<file path="src/hdl/vmp_pkg.sv">
// Shared types, constants and the 5-bit to 8-bit color table for the video memory port.
package vmp_pkg;

	localparam int VMP_LINES_PER_FRAME = 262;
	localparam int VMP_VBLANK_LINE     = 225;
	localparam int VMP_VIDEO_WORDS     = 32768;

	localparam int VMP_ADDR_W = 15;
	localparam int VMP_LINE_W = 9;
	// quotient of a 15-bit address by the smallest allowed store depth (1024) fits in 5 bits
	localparam int VMP_QUOT_W      = 5;
	localparam int VMP_RECIP_W     = 22;
	localparam int VMP_RECIP_SHIFT = 31;

	localparam int VMP_CMD_DEPTH   = 2;
	localparam int VMP_CMD_CNT_W   = $clog2(VMP_CMD_DEPTH + 1);
	localparam int VMP_RES_DEPTH   = 4;
	localparam int VMP_RES_CNT_W   = $clog2(VMP_RES_DEPTH + 1);

	localparam logic [2:0] MODE_VID_LO = 3'd0;
	localparam logic [2:0] MODE_VID_HI = 3'd1;
	localparam logic [2:0] MODE_VID_RD = 3'd2;
	localparam logic [2:0] MODE_PAL_WR = 3'd3;
	localparam logic [2:0] MODE_PAL_RD = 3'd4;
	localparam logic [2:0] MODE_TICK   = 3'd5;

	typedef enum logic [2:0] {
		OP_NONE,
		OP_VID_WR_LO,
		OP_VID_WR_HI,
		OP_VID_RD,
		OP_PAL_WR,
		OP_PAL_RD
	} op_t;

	typedef struct packed {
		op_t                       op;
		logic [VMP_ADDR_W-1:0]     addr;
		logic [VMP_QUOT_W-1:0]     quot;
		logic [15:0]               wdata;
		logic                      committed;
		logic                      nmi;
		logic                      vblank;
		logic [VMP_LINE_W-1:0]     line;
	} cmd_t;

	typedef struct packed {
		logic [15:0]           read_word;
		logic [31:0]           rgba;
		logic                  committed;
		logic                  nmi;
		logic                  vblank;
		logic [VMP_LINE_W-1:0] line;
	} res_t;

	// c*255/31, truncated
	localparam logic [7:0] EXPAND5 [32] = '{
		8'd0,   8'd8,   8'd16,  8'd24,  8'd32,  8'd41,  8'd49,  8'd57,
		8'd65,  8'd74,  8'd82,  8'd90,  8'd98,  8'd106, 8'd115, 8'd123,
		8'd131, 8'd139, 8'd148, 8'd156, 8'd164, 8'd172, 8'd180, 8'd189,
		8'd197, 8'd205, 8'd213, 8'd222, 8'd230, 8'd238, 8'd246, 8'd255
	};

	function automatic logic [31:0] to_rgba(input logic [15:0] w);
		return {EXPAND5[w[4:0]], EXPAND5[w[9:5]], EXPAND5[w[14:10]], 8'hff};
	endfunction

endpackage

</file>
<file path="src/hdl/vmp_front.sv">
// Front end: accepts items, runs the palette byte latch and scanline timing, emits commands.
module vmp_front #(
	parameter int LINES_PER_FRAME = vmp_pkg::VMP_LINES_PER_FRAME,
	parameter int VBLANK_LINE     = vmp_pkg::VMP_VBLANK_LINE,
	parameter int VIDEO_WORDS     = vmp_pkg::VMP_VIDEO_WORDS
) (
	input  logic         clk,
	input  logic         arst_n,
	input  logic         push,
	output logic         full,
	input  logic [2:0]   mode,
	input  logic [15:0]  address,
	input  logic [7:0]   write_byte,
	input  logic         cmd_full,
	output logic         cmd_push,
	output vmp_pkg::cmd_t cmd
);

	import vmp_pkg::*;

	localparam int PROD_W = VMP_ADDR_W + VMP_RECIP_W;
	// floor(2^31 / depth): quotient estimate is exact or one low, fixed up in the back end
	localparam logic [VMP_RECIP_W-1:0] RECIP =
		VMP_RECIP_W'((64'd1 << VMP_RECIP_SHIFT) / VIDEO_WORDS);

	logic                  accept;
	logic                  toggle_q;
	logic                  toggle_d;
	logic [7:0]            first_q;
	logic [7:0]            first_d;
	logic [VMP_LINE_W-1:0] line_q;
	logic [VMP_LINE_W-1:0] line_d;
	logic [VMP_LINE_W-1:0] line_inc;
	logic                  vblank_q;
	logic                  vblank_d;
	logic                  nmi_q;
	logic                  nmi_d;
	logic [VMP_ADDR_W-1:0] addr_m;
	logic [PROD_W-1:0]     prod;
	op_t                   op;
	logic [15:0]           wdata;
	logic                  committed;

	assign accept   = push && !cmd_full;
	assign full     = cmd_full;
	assign cmd_push = accept;
	assign addr_m   = address[VMP_ADDR_W-1:0];
	assign prod     = PROD_W'(addr_m) * PROD_W'(RECIP);
	assign line_inc = line_q + VMP_LINE_W'(1);

	always_comb begin
		toggle_d  = toggle_q;
		first_d   = first_q;
		line_d    = line_q;
		vblank_d  = vblank_q;
		nmi_d     = nmi_q;
		op        = OP_NONE;
		wdata     = '0;
		committed = 1'b0;
		unique case (mode)
			MODE_VID_LO: begin
				op    = OP_VID_WR_LO;
				wdata = {write_byte, write_byte};
			end
			MODE_VID_HI: begin
				op    = OP_VID_WR_HI;
				wdata = {write_byte, write_byte};
			end
			MODE_VID_RD: begin
				op = OP_VID_RD;
			end
			MODE_PAL_WR: begin
				if (!toggle_q) begin
					toggle_d = 1'b1;
					first_d  = write_byte;
				end else begin
					toggle_d  = 1'b0;
					op        = OP_PAL_WR;
					wdata     = {write_byte, first_q};
					committed = 1'b1;
				end
			end
			MODE_PAL_RD: begin
				op = OP_PAL_RD;
			end
			MODE_TICK: begin
				// vblank start is tested before the frame wrap
				if (line_inc == VMP_LINE_W'(VBLANK_LINE)) begin
					line_d   = line_inc;
					vblank_d = 1'b1;
					nmi_d    = 1'b1;
				end else if (line_inc >= VMP_LINE_W'(LINES_PER_FRAME)) begin
					line_d   = line_inc - VMP_LINE_W'(LINES_PER_FRAME);
					vblank_d = 1'b0;
					nmi_d    = 1'b0;
				end else begin
					line_d = line_inc;
				end
			end
			default: begin
			end
		endcase
	end

	always_comb begin
		cmd.op        = op;
		cmd.addr      = addr_m;
		cmd.quot      = prod[VMP_RECIP_SHIFT +: VMP_QUOT_W];
		cmd.wdata     = wdata;
		cmd.committed = committed;
		cmd.nmi       = nmi_d;
		cmd.vblank    = vblank_d;
		cmd.line      = line_d;
	end

	always_ff @(posedge clk or negedge arst_n) begin
		if (!arst_n) begin
			toggle_q <= 1'b0;
			first_q  <= '0;
			line_q   <= '0;
			vblank_q <= 1'b0;
			nmi_q    <= 1'b0;
		end else if (accept) begin
			toggle_q <= toggle_d;
			first_q  <= first_d;
			line_q   <= line_d;
			vblank_q <= vblank_d;
			nmi_q    <= nmi_d;
		end
	end

endmodule

</file>
<file path="config.mk">
export PLATFORM = sky130hd
export DESIGN_NAME = vmp_front
export DESIGN_NICKNAME = d
export VERILOG_FILES = /design/src/hdl/vmp_pkg.sv /design/src/hdl/vmp_front.sv
export SDC_FILE = /design/constraint.sdc
export NUM_CORES = 1
export LEC_CHECK = 0
export BUFFER_PORTS_ARGS = -buffer_cell sky130_fd_sc_hd__buf_2
export CELL_PAD_IN_SITES_DETAIL_PLACEMENT = 1
export CELL_PAD_IN_SITES_GLOBAL_PLACEMENT = 1
export CORE_MARGIN = 3
export CORE_UTILIZATION = 35
export DETAILED_ROUTE_END_ITERATION = 10
export PLACE_DENSITY_LB_ADDON = 0.1
export REMOVE_ABC_BUFFERS = 1
export SYNTH_ARGS = -nofsm -noshare
export SYNTH_HDL_FRONTEND = slang
export SYNTH_SLANG_ARGS = --single-unit
</file>
<file path="constraint.sdc">
create_clock -name clk -period 4.2 [get_ports clk]
set_input_delay 1.26 -clock clk [delete_from_list [all_inputs] [get_ports clk]]
set_output_delay 1.26 -clock clk [all_outputs]
set_load 0.1 [all_outputs]
</file>
# [Word-level counts from Yosys, hierarchy flattened]
# Cells that the tools add are included.
[totals] regBits=20 output_inout_bits=53 word_cells=37
[op_classes] addsub=2 order_cmp=1 eq_ne=6 mux=16 bitwise=1 reduce_logical=6
[op_table] cell="one-hot mux 16 bit (2 select lines)" n=1
[op_table] cell="2-to-1 mux 9 bit" n=3
[op_table] cell="2-to-1 mux 16 bit" n=1
[op_table] cell="one-hot mux 3 bit (5 select lines)" n=1
[op_table] cell="adder 9 x 1 -> 9 bit (second input constant)" n=1
[op_table] cell="== test 9 x 8 -> 1 bit (second input constant)" n=1
[op_table] cell=">= comparator 9 bit (second input constant)" n=1
[op_table] cell="2-to-1 mux 1 bit" n=9
[op_table] cell="subtractor 9 bit (second input constant)" n=1
[op_table] cell="== test 3 x 2 -> 1 bit (second input constant)" n=2
[op_table] cell="== test 3 bit (second input constant)" n=2
[op_table] cell="== test 3 x 1 -> 1 bit (second input constant)" n=1
[op_table] cell="zero test 3 bit" n=1
[op_table] cell="2-to-1 mux 3 bit" n=1
[op_table] cell="AND reduction 3 bit" n=1
[op_table] cell="AND reduction 2 bit" n=1
[op_table] cell="OR reduction 2 bit" n=1
[op_table] cell="logical AND 1 bit" n=1
[op_table] cell="zero test 1 bit" n=1
[op_table] cell="inverter 1 bit" n=1

# [Logic depth before layout (Yosys ltp)]
[logic_depth] ltp_word=5 depth_mapped=9 mapped_depth_nobuf=8

# [Worst setup path before layout]
# No wires, ideal clock.
[synth_path] path_type="register -> output" startpoint="register line_q[0]" endpoint="output cmd[3] (netlist name)" arrival_ns=4.228 path_slack_ns=-1.288 path_stages_with_launch=9 n_path_buf=1 path_cell_list="dfrtp_1 -> ha_1 -> xor2_1 -> ha_1 -> buf_1 -> nor3b_4 -> a211oi_2 -> xnor2_1 -> o31ai_1"
[synth_lines] item="from (decl)" line_no="vmp_front.sv:31" text="logic [VMP_LINE_W-1:0] line_q;"
[synth_lines] item="from (signal assigned)" line_no="vmp_front.sv:126" text="line_q <= line_d;"
[synth_lines] item="to (decl)" line_no="vmp_front.sv:16" text="output vmp_pkg::cmd_t cmd"

==> flow_metrics.env <==
export IMPL_initial_core_util_pct=36.5
export IMPL_cts_htree_levels=1
export IMPL_drive_gt1_share_pct=32.7
export IMPL_slew_headroom_pct=50.1
export IMPL_required_ns=2.94
export IMPL_drcViolationCount=0
export IMPL_path_cells="buf_4, inv_1, ha_1, ha_1, nor3b_4, buf_4, a211oi_2, mux2i_1, xnor2_1, buf_12"
export IMPL_synth_edf_count=0
export IMPL_criticalPathCategory="register to output port"
export IMPL_dp_hpwl_microns=4410
export IMPL_rsz0062_at_grt="yes"
export IMPL_via_per_inst=5.38
export IMPL_seq_area_frac_synth_pct=24.7
export IMPL_vias=1852
export IMPL_dr_pass1_iters=4
export IMPL_startpoint="line_q[0]$_DFFE_PN0P_"
export IMPL_finalWirelength_microns=5830
export IMPL_antenna_found_initial=0
export IMPL_ys_warn_count=0
export IMPL_synthCells=242
export IMPL_wl_per_cell_microns=17.0
export IMPL_post_dp_cell_area_sq_um=2600
export IMPL_ys_types=56
export IMPL_clkSinkCount=20
export IMPL_crit_family="adder cells"
export IMPL_p_per_area_nw_per_um2=546
export IMPL_core_area_sq_um=5540
export IMPL_hold_viol=0
export IMPL_design_area_sq_um=2710
export IMPL_die_area_sq_um=6730
export IMPL_grt_max_degree=21
export IMPL_yosys_register_bits=20
export IMPL_fp_row_count=27
export IMPL_dr_first_iter_drc_count=74
export IMPL_fillers=652
export IMPL_gp_congestion=0.776
export IMPL_ir_worst_vdd_mv=0.385
export IMPL_cp_arrival_ns=2.83
export IMPL_numCtsBuffers=3
export IMPL_final_antenna_net_count=0
export IMPL_r2r_end="line_q[6]$_DFFE_PN0P_"
export IMPL_clock_skew_ns=0.00118
export IMPL_port_buffers=47
export IMPL_ys_top_cells_by_count="buf_4, nor2_1, dfrtp_1, nand2_1, xnor2_1"
export IMPL_nets=308
export IMPL_cpMaxStageDelayCell="dfrtp_1"
export IMPL_hold_class="register to register"
export IMPL_synthArstFlopShare_pct=100
export IMPL_max_cap_viol_count=0
export IMPL_slowest_delay_ns=0.40
export IMPL_fp_dieH_microns=82.1
export IMPL_antenna_cells=0
export IMPL_crit_buf_inv=4
export IMPL_root_buffer="clkbuf_8"
export IMPL_synth_top_area_share_pct=24.7
export IMPL_clk_pin_slew_worst_paths_ns=0.08
export IMPL_status="finished, final reports clean"
export IMPL_grt_pass1_wl_microns=9740
export IMPL_synth_top_flop_cell="dfrtp_1"
export IMPL_endpoint_kind="output port"
export IMPL_synth_area_leaders="dfrtp_1, buf_4, xnor2_1"
export IMPL_cts_buffer_depth=2
export IMPL_reg2regPathDepth=9
export IMPL_r2r_slack_ns=1.80
export IMPL_fmax_mhz=245
export IMPL_reg2reg_from="line_q[0]$_DFFE_PN0P_"
export IMPL_post_synth_top_count_cell="buf_4"
export IMPL_insertion_delay_ns=0.27
export IMPL_grt_overflow=0
export IMPL_holdWs_ns=0.514
export IMPL_io_pins=84
export IMPL_grt_usage_pct=18.8
export IMPL_grt_pass1_vias=1900
export IMPL_period_share_pct=97.3
export IMPL_p_leak_nw=1.11
export IMPL_syn_area_sq_um=2020
export IMPL_avgSynthCellArea_sq_um=8.37
export IMPL_startpoint_type="register"
export IMPL_dieWidth_microns=82.1
export IMPL_tightest_slew_ns=0.744
export IMPL_area_growth_syn_to_layout_pct=34.1
export IMPL_endpoint="cmd[5]"
export IMPL_path_max_fanout=9
export IMPL_holdBufCountCts=0
export IMPL_cts_tree="yes"
export IMPL_drv_slew=0
export IMPL_yosys_area_top_type="dfrtp_1"
export IMPL_cp_depth=10
export IMPL_finalCriticalPeriod_ns=4.09
export IMPL_setup_viol=0
-- repair_timing --
| action | CTS | global route |
|---|---|---|
| resized for setup | 2 | 3 |
| setup buffers | 0 | 3 |
| endpoints found under the setup margin | 4 | 8 |
| pin swaps | 0 | 0 |
-- registers in the layout, indices dropped and copies added, names as in the netlist --
register / cells
line_q: 9
first_q: 8
nmi_q: 1
toggle_q: 1
vblank_q: 1
-- where the power goes --
part	leakage, nW	total (mW)	internal, mW	switching (mW)
combinational	0.833	1.01	0.367	0.647
clock	0.0288	0.159	0.0838	0.0751
sequential	0.247	0.310	0.240	0.0697
-- how the worst min path moves through the flow --
stage               depth (start not counted)              startpoint                      to  slack, ns
global placement                            1    vblank_q$_DFFE_PN0P_    vblank_q$_DFFE_PN0P_       0.49
CTS                                         1  first_q[1]$_DFFE_PN0P_  first_q[1]$_DFFE_PN0P_       0.52
finish                                      1  first_q[3]$_DFFE_PN0P_  first_q[3]$_DFFE_PN0P_       0.51
detailed placement                          1  first_q[1]$_DFFE_PN0P_  first_q[1]$_DFFE_PN0P_       0.50
global route                                1  first_q[1]$_DFFE_PN0P_  first_q[1]$_DFFE_PN0P_       0.54
floorplan                                   1       nmi_q$_DFFE_PN0P_       nmi_q$_DFFE_PN0P_       0.47
-- worst register-to-register path, cell delays in order (launching register included) --
cell	delay, ns
dfrtp_1	0.40
buf_4	0.15
inv_1	0.08
ha_1	0.39
ha_1	0.27
nor3b_4	0.19
buf_4	0.22
a221o_1	0.28
mux2i_1	0.22
nand3_1	0.09
-- per-layer routing --
metal  track usage, %  share of wire [%]  vias to the layer above  wire, microns
met5             3.33                  0                        -              0
met4             4.82               0.39                        0             23
met3             4.28                5.8                        2            339
met2             31.7                 48                       55           2810
met1             23.7                 46                      901           2660
li1                 -                  -                      894              -
-- cell type report --
type	count	area, sq um	area share, %
Timing Repair Buffer	61	758	27.9
Clock buffer	4	55.1	2.03
Sequential cell	20	502	18.5
Multi-Input combinational cell	181	1290	47.4
Tap cell	72	90.1	3.32
Inverter	6	22.5	0.830
-- kinds of logic (layout without fill, tap and decap cells) --
group           after synthesis  after routing  synth area share, %
fa+ha+maj                     4              4                 2.47
buf+inv                      45             71                 13.7
mux                          17             17                 9.52
flops                        20             20                 24.7
compound gates               53             53                 20.3
other cells                   1              5                0.185
simple gates                 88             88                 23.1
xor+xnor                     14             14                 6.06
-- cell usage in the layout (no fill, tap or decap), drive strengths merged, types with 6 or more instances in the layout --
master,instances
mux2,8
xnor2,13
dfrtp,20
nand2,16
inv,6
nor3,7
nor2b,8
nand3,10
buf,61
mux2i,9
nor2,23
a22o,10
o21ai,12
-- per-stage QoR --
stage                     setup TNS (ns)  power, mW  std cells  setup slack (ns)  utilization (%)
after floorplan                   -28.59      0.978        207             -1.91                -
after global placement                 0       1.29        337             0.167             46.9
after detailed placement               0       1.31        337             0.169             46.9
after CTS                              0       1.48        341            0.0577             48.1
after global routing             -0.0748       1.58        344           -0.0406             49.0
final                                  0       1.48        344             0.113             49.0
(Power assumes the default switching activity.)
