<file path="src/hdl/vmp_queue.sv">
// Small register-based FIFO used between front, back and result port.
module vmp_queue #(
	parameter int W     = 8,
	parameter int DEPTH = 2
) (
	input  logic                       clk,
	input  logic                       arst_n,
	input  logic                       push,
	input  logic [W-1:0]               wdata,
	input  logic                       pop,
	output logic [W-1:0]               rdata,
	output logic                       full,
	output logic                       empty,
	output logic [$clog2(DEPTH+1)-1:0] count
);

	localparam int PW = $clog2(DEPTH);
	localparam int CW = $clog2(DEPTH + 1);

	logic [W-1:0]  mem_q [DEPTH];
	logic [PW-1:0] wr_ptr_q;
	logic [PW-1:0] rd_ptr_q;
	logic [CW-1:0] count_q;
	logic          do_push;
	logic          do_pop;

	assign full    = (count_q == CW'(DEPTH));
	assign empty   = (count_q == '0);
	assign count   = count_q;
	assign do_push = push && !full;
	assign do_pop  = pop && !empty;
	assign rdata   = mem_q[rd_ptr_q];

	always_ff @(posedge clk or negedge arst_n) begin
		if (!arst_n) begin
			wr_ptr_q <= '0;
			rd_ptr_q <= '0;
			count_q  <= '0;
		end else begin
			if (do_push) begin
				wr_ptr_q <= (wr_ptr_q == PW'(DEPTH - 1)) ? '0 : wr_ptr_q + PW'(1);
			end
			if (do_pop) begin
				rd_ptr_q <= (rd_ptr_q == PW'(DEPTH - 1)) ? '0 : rd_ptr_q + PW'(1);
			end
			if (do_push && !do_pop) begin
				count_q <= count_q + CW'(1);
			end else if (do_pop && !do_push) begin
				count_q <= count_q - CW'(1);
			end
		end
	end

	always_ff @(posedge clk) begin
		if (do_push) begin
			mem_q[wr_ptr_q] <= wdata;
		end
	end

endmodule

</file>
<file path="config.mk">
export PLATFORM = sky130hd
export DESIGN_NAME = vmp_queue
export DESIGN_NICKNAME = d
export VERILOG_FILES = /design/src/hdl/vmp_queue.sv
export SDC_FILE = /design/constraint.sdc
export NUM_CORES = 1
export LEC_CHECK = 0
export ABC_AREA = 1
export BUFFER_PORTS_ARGS = -buffer_cell sky130_fd_sc_hd__buf_4
export CAP_MARGIN = 10
export CORE_MARGIN = 2
export CORE_UTILIZATION = 40
export DETAILED_ROUTE_END_ITERATION = 10
export SLEW_MARGIN = 20
export SYNTH_ARGS = -nofsm -noshare
export SYNTH_HDL_FRONTEND = slang
export SYNTH_SLANG_ARGS = --single-unit
</file>
<file path="constraint.sdc">
create_clock -name clk -period 2.3 [get_ports clk]
set_clock_uncertainty 0.2 [all_clocks]
set_input_delay 0.46 -clock clk [delete_from_list [all_inputs] [get_ports clk]]
set_output_delay 0.46 -clock clk [all_outputs]
set_load 0.02 [all_outputs]
</file>
======== Yosys cells after proc, flatten, opt, wreduce, memory -nomap -nowiden ========
Memory sizes are Yosys's and may differ from the RTL's.
Index checks and enable logic that the tools add are counted.
storage, ports and cells
  flip-flop bits (word level) ............. 4
  bits in writable memories ............... 16
  input port bits ......................... 12
  output and inout port bits .............. 12
  word-level logic and storage cells ...... 25
  memories kept ........................... 1
operators by class
  add/sub/neg operators ................... 4
  eq/ne operators ......................... 1
  muxes and demuxes ....................... 6
  reductions and logical operators ........ 10
memory list
  memory  depth  bits a word  read ports  clocked after memory_dff  wr ports  line  text
  mem_q   2      8            1           0                         1         20    logic [W-1:0] mem_q [DEPTH];
operators by type and width
  kind                                               count
  logical AND 1 bit                                  4
  logical NOT 1 bit                                  4
  two-way mux 1 bit                                  4
  two-way mux 2 bit                                  2
  adder 1 bit (second input constant)                2
  adder 2 x 1 -> 2 bit (second input constant)       1
  == test 2 bit (second input constant)              1
  logical NOT 2 bit                                  1
  nonzero test 2 bit                                 1
  subtractor 2 x 1 -> 2 bit (second input constant)  1

======== Depth between registers and ports, before layout ========
Gate-level depths: netlist of the first run.
  depth in word-level cells ............... 7
  gate-level depth with buffers ........... 9
  gate-level depth less buffers ........... 9

======== Worst setup path after synthesis of the first run ========
No wires, ideal clock.
  kind .................................... reg-to-reg
  start ................................... reg count_q[1] (netlist: count[1])
  end ..................................... reg count_q[1] (netlist: count[1])
  library setup time ...................... 0.117 ns
  data arrival time ....................... 1.417 ns
  required time ........................... 1.983 ns
  slack ................................... 0.566 ns
  stages on the path, launching flop included .. 9
  buffers on the path ..................... 0
  period minus slack after synthesis ...... 1.734 ns
  path through ............................ dfrtp_1 inv_1 nor2_2 nor2_2 ha_1 inv_1 nand3_1 nand2_1 nand2_1
between the ends
  cells in the longest elaborated chain, start to end .. 6
  elaborated cells on any way between the ends .. 15
  classes of those cells .................. add/sub: 2; eq/ne: 1; mux: 2; reduce/logical: 10
RTL lines
  item                          line  text
  start: declaration            23    logic [CW-1:0] count_q;
  start signal: assignment      47    count_q <= count_q + CW'(1);
  start signal: assignment      49    count_q <= count_q - CW'(1);
  == test 2 bit *               27    assign full = (count_q == CW'(DEPTH));
  named net full                12    output logic full,
  logical NOT 1 bit *           30    assign do_push = push && !full;
  logical AND 1 bit *           30
  logical NOT 1 bit             48    end else if (do_pop && !do_push) begin
  logical AND 1 bit             48
  nonzero test 2 bit (no line)  n/a
Mark *: on every way through the listed nets, which the timed path passes. The rest lies on a longest branch. The select of a mux whose other input is x is not followed.
A chain may end at the register's enable or synchronous reset.

======== Worst setup path after layout of the first run ========
  start ................................... reg rd_ptr_q
  end ..................................... out rdata[1]
between the ends
  cells in the longest elaborated chain, start to end .. 1
RTL lines
  item                      line  text
  start: declaration        22    logic [PW-1:0] rd_ptr_q;
  start signal: assignment  44    rd_ptr_q <= (rd_ptr_q == PW'(DEPTH - 1)) ? '0 : rd_ptr_q + PW'(1);
  memory (2 x 8 bit)        n/a
  end: declaration          11    output logic [W-1:0] rdata,
No other way between the ends.

==> impl_metrics.tcl, run 1 <==
set metrics [dict create \
    status "finished clean" \
    cts-hold-fix-buffers 1 \
    nNetsFinal 115 \
    postSynthNetCount 86 \
    cts_num_sinks 20 \
    finalCritPeriodShare_pct 86.47 \
    maximum_vdd_drop_mv 0.7342 \
    port_buffer_cells 23 \
    slew_headroom_pct 76.02 \
    routed_wirelength_mm 1.340 \
    clock_tree.buffer_depth 2 \
    final_period_minus_worst_setup_slack_ns 1.989 \
    setup_viol 0 \
    pin_slew_with_the_least_headroom_to_its_limit_ns 0.3596 \
    totalPowerFinal_w 0.001461 \
    drc_viols 0 \
    ys_ff_latch 20 \
    rsz0062_at_grt "no" \
    cts_buffers 3 \
    critical_path_start_type "register" \
    yosys_warnings 0 \
    worstPathRequired_ns 1.64 \
    power_leakage_nw 0.5080 \
    antenna_found_initial 0 \
    dieHeight_um 48.99 \
    grt_pass1_vias 539 \
    synthCells 73 \
    power_density_nw_per_um2 1352 \
    max_clock_freq_ghz 0.5028 \
    floorplan.die.width_um 48.99 \
    crit_top_cell "sky130_fd_sc_hd__nand2_1" \
    place_congestion 0.7640 \
    synth_cell_type_count 14 \
    std_cell_rows 16 \
    post-dp-hpwl_um 985.6 \
    placed_cells 123 \
    synth-seq-area-share_pct 71.72 \
    worst_setup_hold_path_clk_slew_ns 0.11 \
    clock_tree_from_tritoncts "yes" \
    grt_pass1_wl_mm 2.194 \
    syn_avg_cell_area_sq_um 11.09 \
    pin_count_of_the_biggest_net_entering_global_routing 13 \
    end_kind "output pin" \
    globalRoute.totalOverflow 0 \
    drt-pass1-iter-count 2 \
    layout.cells.most_common "sky130_fd_sc_hd__nand2_1" \
    cts.root.buffer_cell "sky130_fd_sc_hd__clkbuf_4" \
    cp_max_fo 10 \
    critical_path_arrival_ns 1.33 \
    crit_type "register to output pin" \
    routedWlPerCell_um 10.47 \
    postCtsSetupRepairBufs 0 \
    layout_common_cells "sky130_fd_sc_hd__nand2_1 (33), sky130_fd_sc_hd__buf_4 (24), sky130_fd_sc_hd__edfxtp_1 (16), sky130_fd_sc_hd__inv_1 (7), sky130_fd_sc_hd__dfrtp_1 (4)" \
    initial_core_util_pct 41.69 \
    fin_setup_tns_ns 0 \
    finalNonFillerCells 128 \
    post_cts_resize_count 0 \
    core_area_sq_um 1942 \
    htreeDepth 1 \
    drv_cap 0 \
    cpPeakStageDelay_ns 0.57 \
    crit_chain "inv_2 -> nand2_1 -> nand2_1 -> buf_4" \
    antenna_cells 0 \
    groute.usage.overall_pct 12.62 \
    slew_violations 0 \
    min-delay-path-class "input port to register" \
    clock_latency_on_the_worst_skew_pair_ns 0.29 \
    mappedNetlistArea_sq_um 809.5 \
    vias 562 \
    final_layout_size_suffix_gt1_share_pct 30.69 \
    number_of_antenna_violating_nets_in_the_routed_design 0 \
    num-fill-cells 168 \
    slowest_stage "sky130_fd_sc_hd__dfrtp_1" \
    die_footprint_sq_um 2400 \
    area_delta_synth_final_pct 33.54 \
    vias_per_inst 4.391 \
    ioPinCount 24 \
    timing_hold_violations_final 0 \
    dr.first_iter.drc_count 9 \
]
-- metrics by stage --
stage                     hold WS [ns]  util (%)  setup slack [ns]  instance area [sq um]
after global routing            0.1186     55.67            0.2013                   1081
after floorplan               -0.03559         -            0.5658                  809.5
final                           0.1475     55.67            0.3113                   1081
after detailed placement       0.06423     52.45            0.6041                   1018
after global placement         0.06314     52.45            0.6245                   1018
after CTS                       0.1381     55.67            0.2642                   1081
-- flip-flops by register name (all words and copies together) (netlist names) --
signal    count
wr_ptr_q      1
mem_q        16
count         2
rd_ptr_q      1
-- kinds of logic after synthesis --
group           Yosys count  synth area share [%]
flops                    20                 71.72
xor+xnor                  1                 1.082
buf+inv                   9                 4.327
compound gates            2                 1.237
fa+ha+maj                 1                 1.545
simple gates             40                 20.09
-- worst paths after layout --
path,from,to,slack (ns),cells past startpoint
worst max-delay path,rd_ptr_q,rdata[1],0.31,4
worst min-delay path,wdata[0],mem_q[1][0],0.15,1
worst max register to register,count[0],count[1],0.72,6
worst min register to register,wr_ptr_q,wr_ptr_q,0.30,2
max in group asynchronous,arst_n,count[0],1.50,2
min in group asynchronous,arst_n,wr_ptr_q,0.30,2
-- power by group --
part           internal [W]  total (W)  switching, W
clock network      0.000176   0.000277      0.000101
logic              0.000245   0.000607      0.000363
registers          0.000502   0.000577     0.0000747
total              0.000923    0.00146      0.000538
-- synthesized netlist by cell type --
library cell                n  area (sq um)
sky130_fd_sc_hd__o21ai_0    2         10.01
sky130_fd_sc_hd__edfxtp_1  16         480.5
sky130_fd_sc_hd__inv_2      1         3.750
sky130_fd_sc_hd__nand2_1   33         123.9
sky130_fd_sc_hd__nand3_1    1         5.000
sky130_fd_sc_hd__nor2_2     2         12.51
sky130_fd_sc_hd__buf_2      1         5.000
sky130_fd_sc_hd__nand4_1    1         6.260
sky130_fd_sc_hd__nand3b_1   1         7.510
sky130_fd_sc_hd__dfrtp_1    4         100.1
sky130_fd_sc_hd__nor2_1     2         7.510
sky130_fd_sc_hd__xnor2_1    1         8.760
sky130_fd_sc_hd__ha_1       1         12.51
sky130_fd_sc_hd__inv_1      7         26.28
-- cell type report --
class	count	area, sq um	share of cell area, %
sequential	20	580.6	53.70
multi-input combinational	44	193.9	17.94
timing repair buffer	25	190.2	17.59
tap	27	33.78	3.125
clock inverter	1	30.03	2.778
inverter	8	30.03	2.778
clock buffer	3	22.52	2.083
-- layer usage --
layer | vias up | track usage, % | routed length, um
li1 | 290 | - | -
met2 | 13 | 21.23 | 682
met1 | 257 | 13.70 | 570
met3 | 2 | 2.761 | 60
met5 | - | 0 | 0
met4 | 0 | 10.00 | 27
-- critical path, delay by kind of cell (launching register included) --
family                 cells  cell delay [ns]
buffers and inverters      2             0.32
DFF                        1             0.57
and+or+nand+nor            2             0.15
No activity file was read; power rests on OpenSTA's default activity.
==> run 2, diff against run 1 <==
- CORE_UTILIZATION: 40 -> 52
- CTS_CLUSTER_DIAMETER: not set -> 40
- PLACE_DENSITY: not set -> 0.8
==> run 2 against run 1 <==
First-iteration DRC count grew 11%; sequential cell count is the same; non-clock buffer count is the same; critical path type unchanged; critical endpoint is now rdata[4]; largest power group unchanged; highest routed layer unchanged.
==> impl_metrics.tcl, run 2 (synthesis gave the netlist of run 1 again) <==
set metrics [dict create \
    cts.root.buffer_cell "sky130_fd_sc_hd__clkbuf_4" \
    final_period_minus_worst_setup_slack_ns 1.963 \
    htreeDepth 1 \
    die_footprint_sq_um 1888 \
    end_kind "output pin" \
    number_of_antenna_violating_nets_in_the_routed_design 0 \
    grt_pass1_vias 553 \
    routedWlPerCell_um 13.40 \
    crit_type "register to output pin" \
    cp_max_fo 10 \
    power.internal_w 0.0008153 \
    vias_per_inst 4.940 \
    power_leakage_nw 0.4951 \
    critical_path_arrival_ns 1.30 \
    timing_hold_violations_final 0 \
    worst_setup_hold_path_clk_slew_ns 0.10 \
    largest_reg_flops 16 \
    rsz0062_at_grt "no" \
    clock_tree_from_tritoncts "yes" \
    power_density_nw_per_um2 1320 \
    largest_register_by_flop_count "mem_q" \
    finalCritPeriodShare_pct 85.36 \
    clock_tree.buffer_depth 2 \
    maximum_vdd_drop_mv 0.8331 \
    cts_num_sinks 20 \
    layout.cells.most_common "sky130_fd_sc_hd__nand2_1" \
    slew_violations 0 \
    final_worst_slack_ns 0.3366 \
    floorplan.die.width_um 43.46 \
    critical_path_start_type "register" \
    globalRoute.totalOverflow 0 \
    dr.first_iter.drc_count 10 \
    power.share.sequential_pct 42.3 \
    num-fill-cells 101 \
    clock_latency_on_the_worst_skew_pair_ns 0.30 \
    comb_power_share_pct 45.3 \
    cts_buffers 3 \
    postCtsSetupRepairBufs 0 \
    dieHeight_um 43.46 \
    final_layout_size_suffix_gt1_share_pct 29.70 \
    placed_cells 112 \
    place_congestion 0.8292 \
    drv_cap 0 \
    finalNonFillerCells 117 \
    std_cell_rows 14 \
    worstPathRequired_ns 1.64 \
    placement.setup.worst_slack_ns 0.6527 \
    nNetsFinal 115 \
    initial_core_util_pct 54.37 \
    drc_viols 0 \
    final_util_pct 69.92 \
    port_buffer_cells 23 \
    vias 578 \
    fin_setup_tns_ns 0 \
    setup_viol 0 \
    grt_pass1_wl_mm 2.566 \
    min-delay-path-class "input port to register" \
    max_clock_freq_ghz 0.5093 \
    post-dp-hpwl_mm 1.103 \
    status "finished clean" \
    ioPinCount 24 \
    pin_count_of_the_biggest_net_entering_global_routing 12 \
    totalPowerFinal_w 0.001374 \
    area_delta_synth_final_pct 28.59 \
    clkPwrFrac_pct 12.4 \
    antenna_cells 0 \
    groute.usage.overall_pct 19.65 \
    antenna_found_initial 0 \
    routed_wirelength_mm 1.568 \
    switching_share_pct 40.66 \
    layout_common_cells "sky130_fd_sc_hd__nand2_1 (33), sky130_fd_sc_hd__buf_4 (24), sky130_fd_sc_hd__edfxtp_1 (16), sky130_fd_sc_hd__inv_1 (7), sky130_fd_sc_hd__dfrtp_1 (4)" \
    drt-pass1-iter-count 4 \
    total_switching_power_w 0.0005587 \
    slew_headroom_pct 77.00 \
    pin_slew_with_the_least_headroom_to_its_limit_ns 0.3446 \
    post_cts_resize_count 0 \
    core_area_sq_um 1489 \
]
-- run 2: changes by cell type in the layout (fill, tap and decap cells not counted) --
cell	before	now
sky130_fd_sc_hd__bufinv_16	1	0
sky130_fd_sc_hd__clkbuf_1	0	1
-- run 2: final cells by class --
cell class                 instances  area, sq um  share of cell area [%]
timing repair buffer              25        190.2                   18.27
multi-input combinational         44        193.9                   18.63
clock buffer                       4        26.28                   2.524
inverter                           8        30.03                   2.885
tap                               16        20.02                   1.923
sequential                        20        580.6                   55.77
-- run 2: power by group through the flow --
stage | sequential [W] | combinational (W) | clock (W)
2_1_floorplan | 0.000573 | 0.000375 | 0
3_3_place_gp | 0.000582 | 0.000600 | 0
3_5_place_dp | 0.000590 | 0.000626 | 0
4_1_cts | 0.000582 | 0.000629 | 0.000172
5_1_grt | 0.000596 | 0.000683 | 0.000186
6_report | 0.000582 | 0.000622 | 0.000171
-- run 2: repair_timing --
action | in CTS | in global routing
endpoints found under the setup margin | 0 | 0
hold buffers | 1 | 0
hold endpoints to repair | 4 | 0
-- run 2: metal layers --
layer | share of wire, % | up-vias | routed length [um] | GRT usage [%]
li1 | - | 291 | - | -
met1 | 39 | 258 | 612 | 23.10
met2 | 52 | 24 | 815 | 31.34
met3 | 6.4 | 5 | 101 | 7.500
met4 | 2.4 | 0 | 38 | 10.30
met5 | 0 | - | 0 | 0
-- run 2: through the flow --
stage	hold WS (ns)	area, sq um
2_1_floorplan	-0.03559	809.5
3_3_place_gp	0.06106	1005
3_5_place_dp	0.06319	1005
4_1_cts	0.1310	1041
5_1_grt	0.1132	1041
6_report	0.1321	1041
-- run 2: worst max-delay path: stages (launching register included) --
cell	delay [ns]
sky130_fd_sc_hd__dfrtp_1	0.56
sky130_fd_sc_hd__inv_2	0.16
sky130_fd_sc_hd__nand2_1	0.09
sky130_fd_sc_hd__nand2_1	0.05
sky130_fd_sc_hd__buf_4	0.15
-- run 2: path summary, 6_finish.rpt --
path                       cells past startpoint  slack [ns]      from     endpoint
hold / removal                                 1        0.13  wdata[0]  mem_q[0][0]
hold reg to reg                                2        0.32  wr_ptr_q     wr_ptr_q
setup / recovery                               4        0.34  rd_ptr_q     rdata[4]
setup reg to reg                               6        0.67  count[0]     count[1]
max in group asynchronous                      2        1.47    arst_n     rd_ptr_q
min in group asynchronous                      2        0.32    arst_n     wr_ptr_q
==> run 3, diff against run 2 <==
- RECOVER_POWER: not set -> 100
==> run 3 against run 2 <==
Combinational power fell by 10%; final cell count unchanged; via count increased by 2.1%; first-iteration DRC count increased by 50%; sequential share of layout area up 2.3 points; core utilization down 2.8 points; design area shrank 4.0%; sequential power about the same; clock-buffer cell count stayed put; register-to-register slack worse by 0.08 ns; critical path type unchanged.
==> impl_metrics.tcl, run 3 (synthesis gave the netlist of run 1 again) <==
set metrics [dict create \
    maximum_vdd_drop_mv 0.7942 \
    port_buffer_cells 23 \
    core_area_sq_um 1489 \
    worstPathRequired_ns 1.64 \
    switching_share_pct 42.24 \
    power_density_nw_per_um2 1310 \
    initial_core_util_pct 54.37 \
    worst_setup_hold_path_clk_slew_ns 0.10 \
    power.internal_w 0.0007565 \
    critical_path_arrival_ns 1.41 \
    end_kind "output pin" \
    ioPinCount 24 \
    slowest_stage "sky130_fd_sc_hd__dfrtp_1" \
    critical_path_start_type "register" \
    post_cts_resize_count 0 \
    groute.usage.overall_pct 19.65 \
    clock_tree_from_tritoncts "yes" \
    rr_worst_depth 4 \
    cts_num_sinks 20 \
    crit_chain "inv_1 -> nand2_1 -> nand2_1 -> clkbuf_2" \
    final_period_minus_worst_setup_slack_ns 2.068 \
    r2r_end "mem_q[1][2]" \
    final_layout_size_suffix_gt1_share_pct 19.80 \
    timing.critical_path.from "rd_ptr_q" \
    routed_wirelength_mm 1.568 \
    grt_pass1_vias 553 \
    place_congestion 0.8292 \
    vias_per_inst 5.043 \
    slew_headroom_pct 69.42 \
    antenna_cells 0 \
    post-dp-hpwl_mm 1.103 \
    timing.hold.worst.start "wdata[0]" \
    r2r_slack_ns 0.59 \
    cts_buffers 3 \
    rsz0062_at_grt "no" \
    number_of_antenna_violating_nets_in_the_routed_design 0 \
    critical-path-top-delay-family "flip-flops" \
    vias 590 \
    area_delta_synth_final_pct 23.49 \
    drv_cap 0 \
    fin_setup_tns_ns 0 \
    comb_power_share_pct 42.7 \
    worst_hold_path.num_cells 1 \
    worstPathBufferInverterCount 2 \
    drc_viols 0 \
    layout_common_cells "sky130_fd_sc_hd__nand2_1 (33), sky130_fd_sc_hd__edfxtp_1 (16), sky130_fd_sc_hd__clkbuf_4 (10), sky130_fd_sc_hd__inv_1 (8), sky130_fd_sc_hd__clkbuf_1 (8)" \
    std_cell_rows 14 \
    r2r-start "count[1]" \
    largest_reg_flops 16 \
    crit_top_cell "sky130_fd_sc_hd__nand2_1" \
    final_util_pct 67.14 \
    die_footprint_sq_um 1888 \
    routedWlPerCell_um 13.40 \
    globalRoute.totalOverflow 0 \
    max_clock_freq_ghz 0.4835 \
    totalPowerFinal_w 0.001310 \
    clock_tree.buffer_depth 2 \
    pin_slew_with_the_least_headroom_to_its_limit_ns 0.4588 \
    drt-pass1-iter-count 4 \
    floorplan.die.width_um 43.46 \
    cp_max_fo 10 \
    power_leakage_nw 0.4653 \
    htreeDepth 1 \
    slew_violations 0 \
    setup_viol 0 \
    dr.first_iter.drc_count 15 \
    total_switching_power_w 0.0005533 \
    status "finished clean" \
    timing_hold_violations_final 0 \
    clkPwrFrac_pct 13.1 \
    grt_pass1_wl_mm 2.566 \
    worstSetupEndpoint "rdata[0]" \
    pin_count_of_the_biggest_net_entering_global_routing 12 \
    power.share.sequential_pct 44.2 \
    min-delay-path-class "input port to register" \
    dieHeight_um 43.46 \
    nNetsFinal 115 \
    cp.depth 4 \
    layout.cells.most_common "sky130_fd_sc_hd__nand2_1" \
    clock_latency_on_the_worst_skew_pair_ns 0.30 \
    cts.root.buffer_cell "sky130_fd_sc_hd__clkbuf_4" \
    largest_register_by_flop_count "mem_q" \
    crit_type "register to output pin" \
    antenna_found_initial 0 \
    cpPeakStageDelay_ns 0.51 \
    finalCritPeriodShare_pct 89.92 \
]
## run 3: cell count changes in the layout (fill, tap and decap cells not counted), sizes merged
cell	before	now
buf	24	6
clkbuf	4	22
## run 3: area by class of cell
type | instances | area (sq um)
Timing Repair Buffer | 25 | 153.9
Sequential cell | 20 | 580.6
Multi-Input combinational cell | 44 | 188.9
Fill cell | 112 | 489.2
Clock buffer | 4 | 26.28
Inverter | 8 | 30.03
Tap cell | 16 | 20.02
## run 3: what timing repair did
action | 4_1_cts | 5_1_grt
hold buffers | 1 | 0
endpoints found under the hold margin | 4 | 0
buffers inserted | 0 | 0
## run 3: through the flow
step / hold slack, ns / setup WS, ns / instances / instance area, sq um
2_1_floorplan: -0.03559 / 0.5658 / 73 / 809.5
3_3_place_gp: 0.06106 / 0.6498 / 112 / 1005
3_5_place_dp: 0.06319 / 0.6527 / 112 / 1005
4_1_cts: 0.1310 / 0.3077 / 117 / 1041
5_1_grt: 0.1384 / 0.09976 / 117 / 999.7
6_report: 0.1539 / 0.2318 / 117 / 999.7
## run 3: worst min path at each step
| stage | to |
|---|---|
| floorplan | count[0] |
| global placement | count[1] |
| detailed placement | wr_ptr_q |
| CTS | mem_q[1][0] |
| global route | mem_q[0][3] |
| finish | mem_q[0][0] |
## run 3: power by group through the flow
stage | registers, W | clock network (W) | logic (W)
global placement | 0.000582 | 0 | 0.000600
CTS | 0.000582 | 0.000172 | 0.000629
global route | 0.000592 | 0.000186 | 0.000622
detailed placement | 0.000590 | 0 | 0.000626
finish | 0.000579 | 0.000172 | 0.000559
floorplan | 0.000573 | 0 | 0.000375
## run 3: layer usage
metal | wire length [um] | global-route usage (%) | vias to the layer above
li1 | - | - | 292
met1 | 628 | 23.10 | 266
met2 | 792 | 31.34 | 27
met3 | 102 | 7.500 | 5
met4 | 44 | 10.30 | 0
met5 | 0 | 0 | -
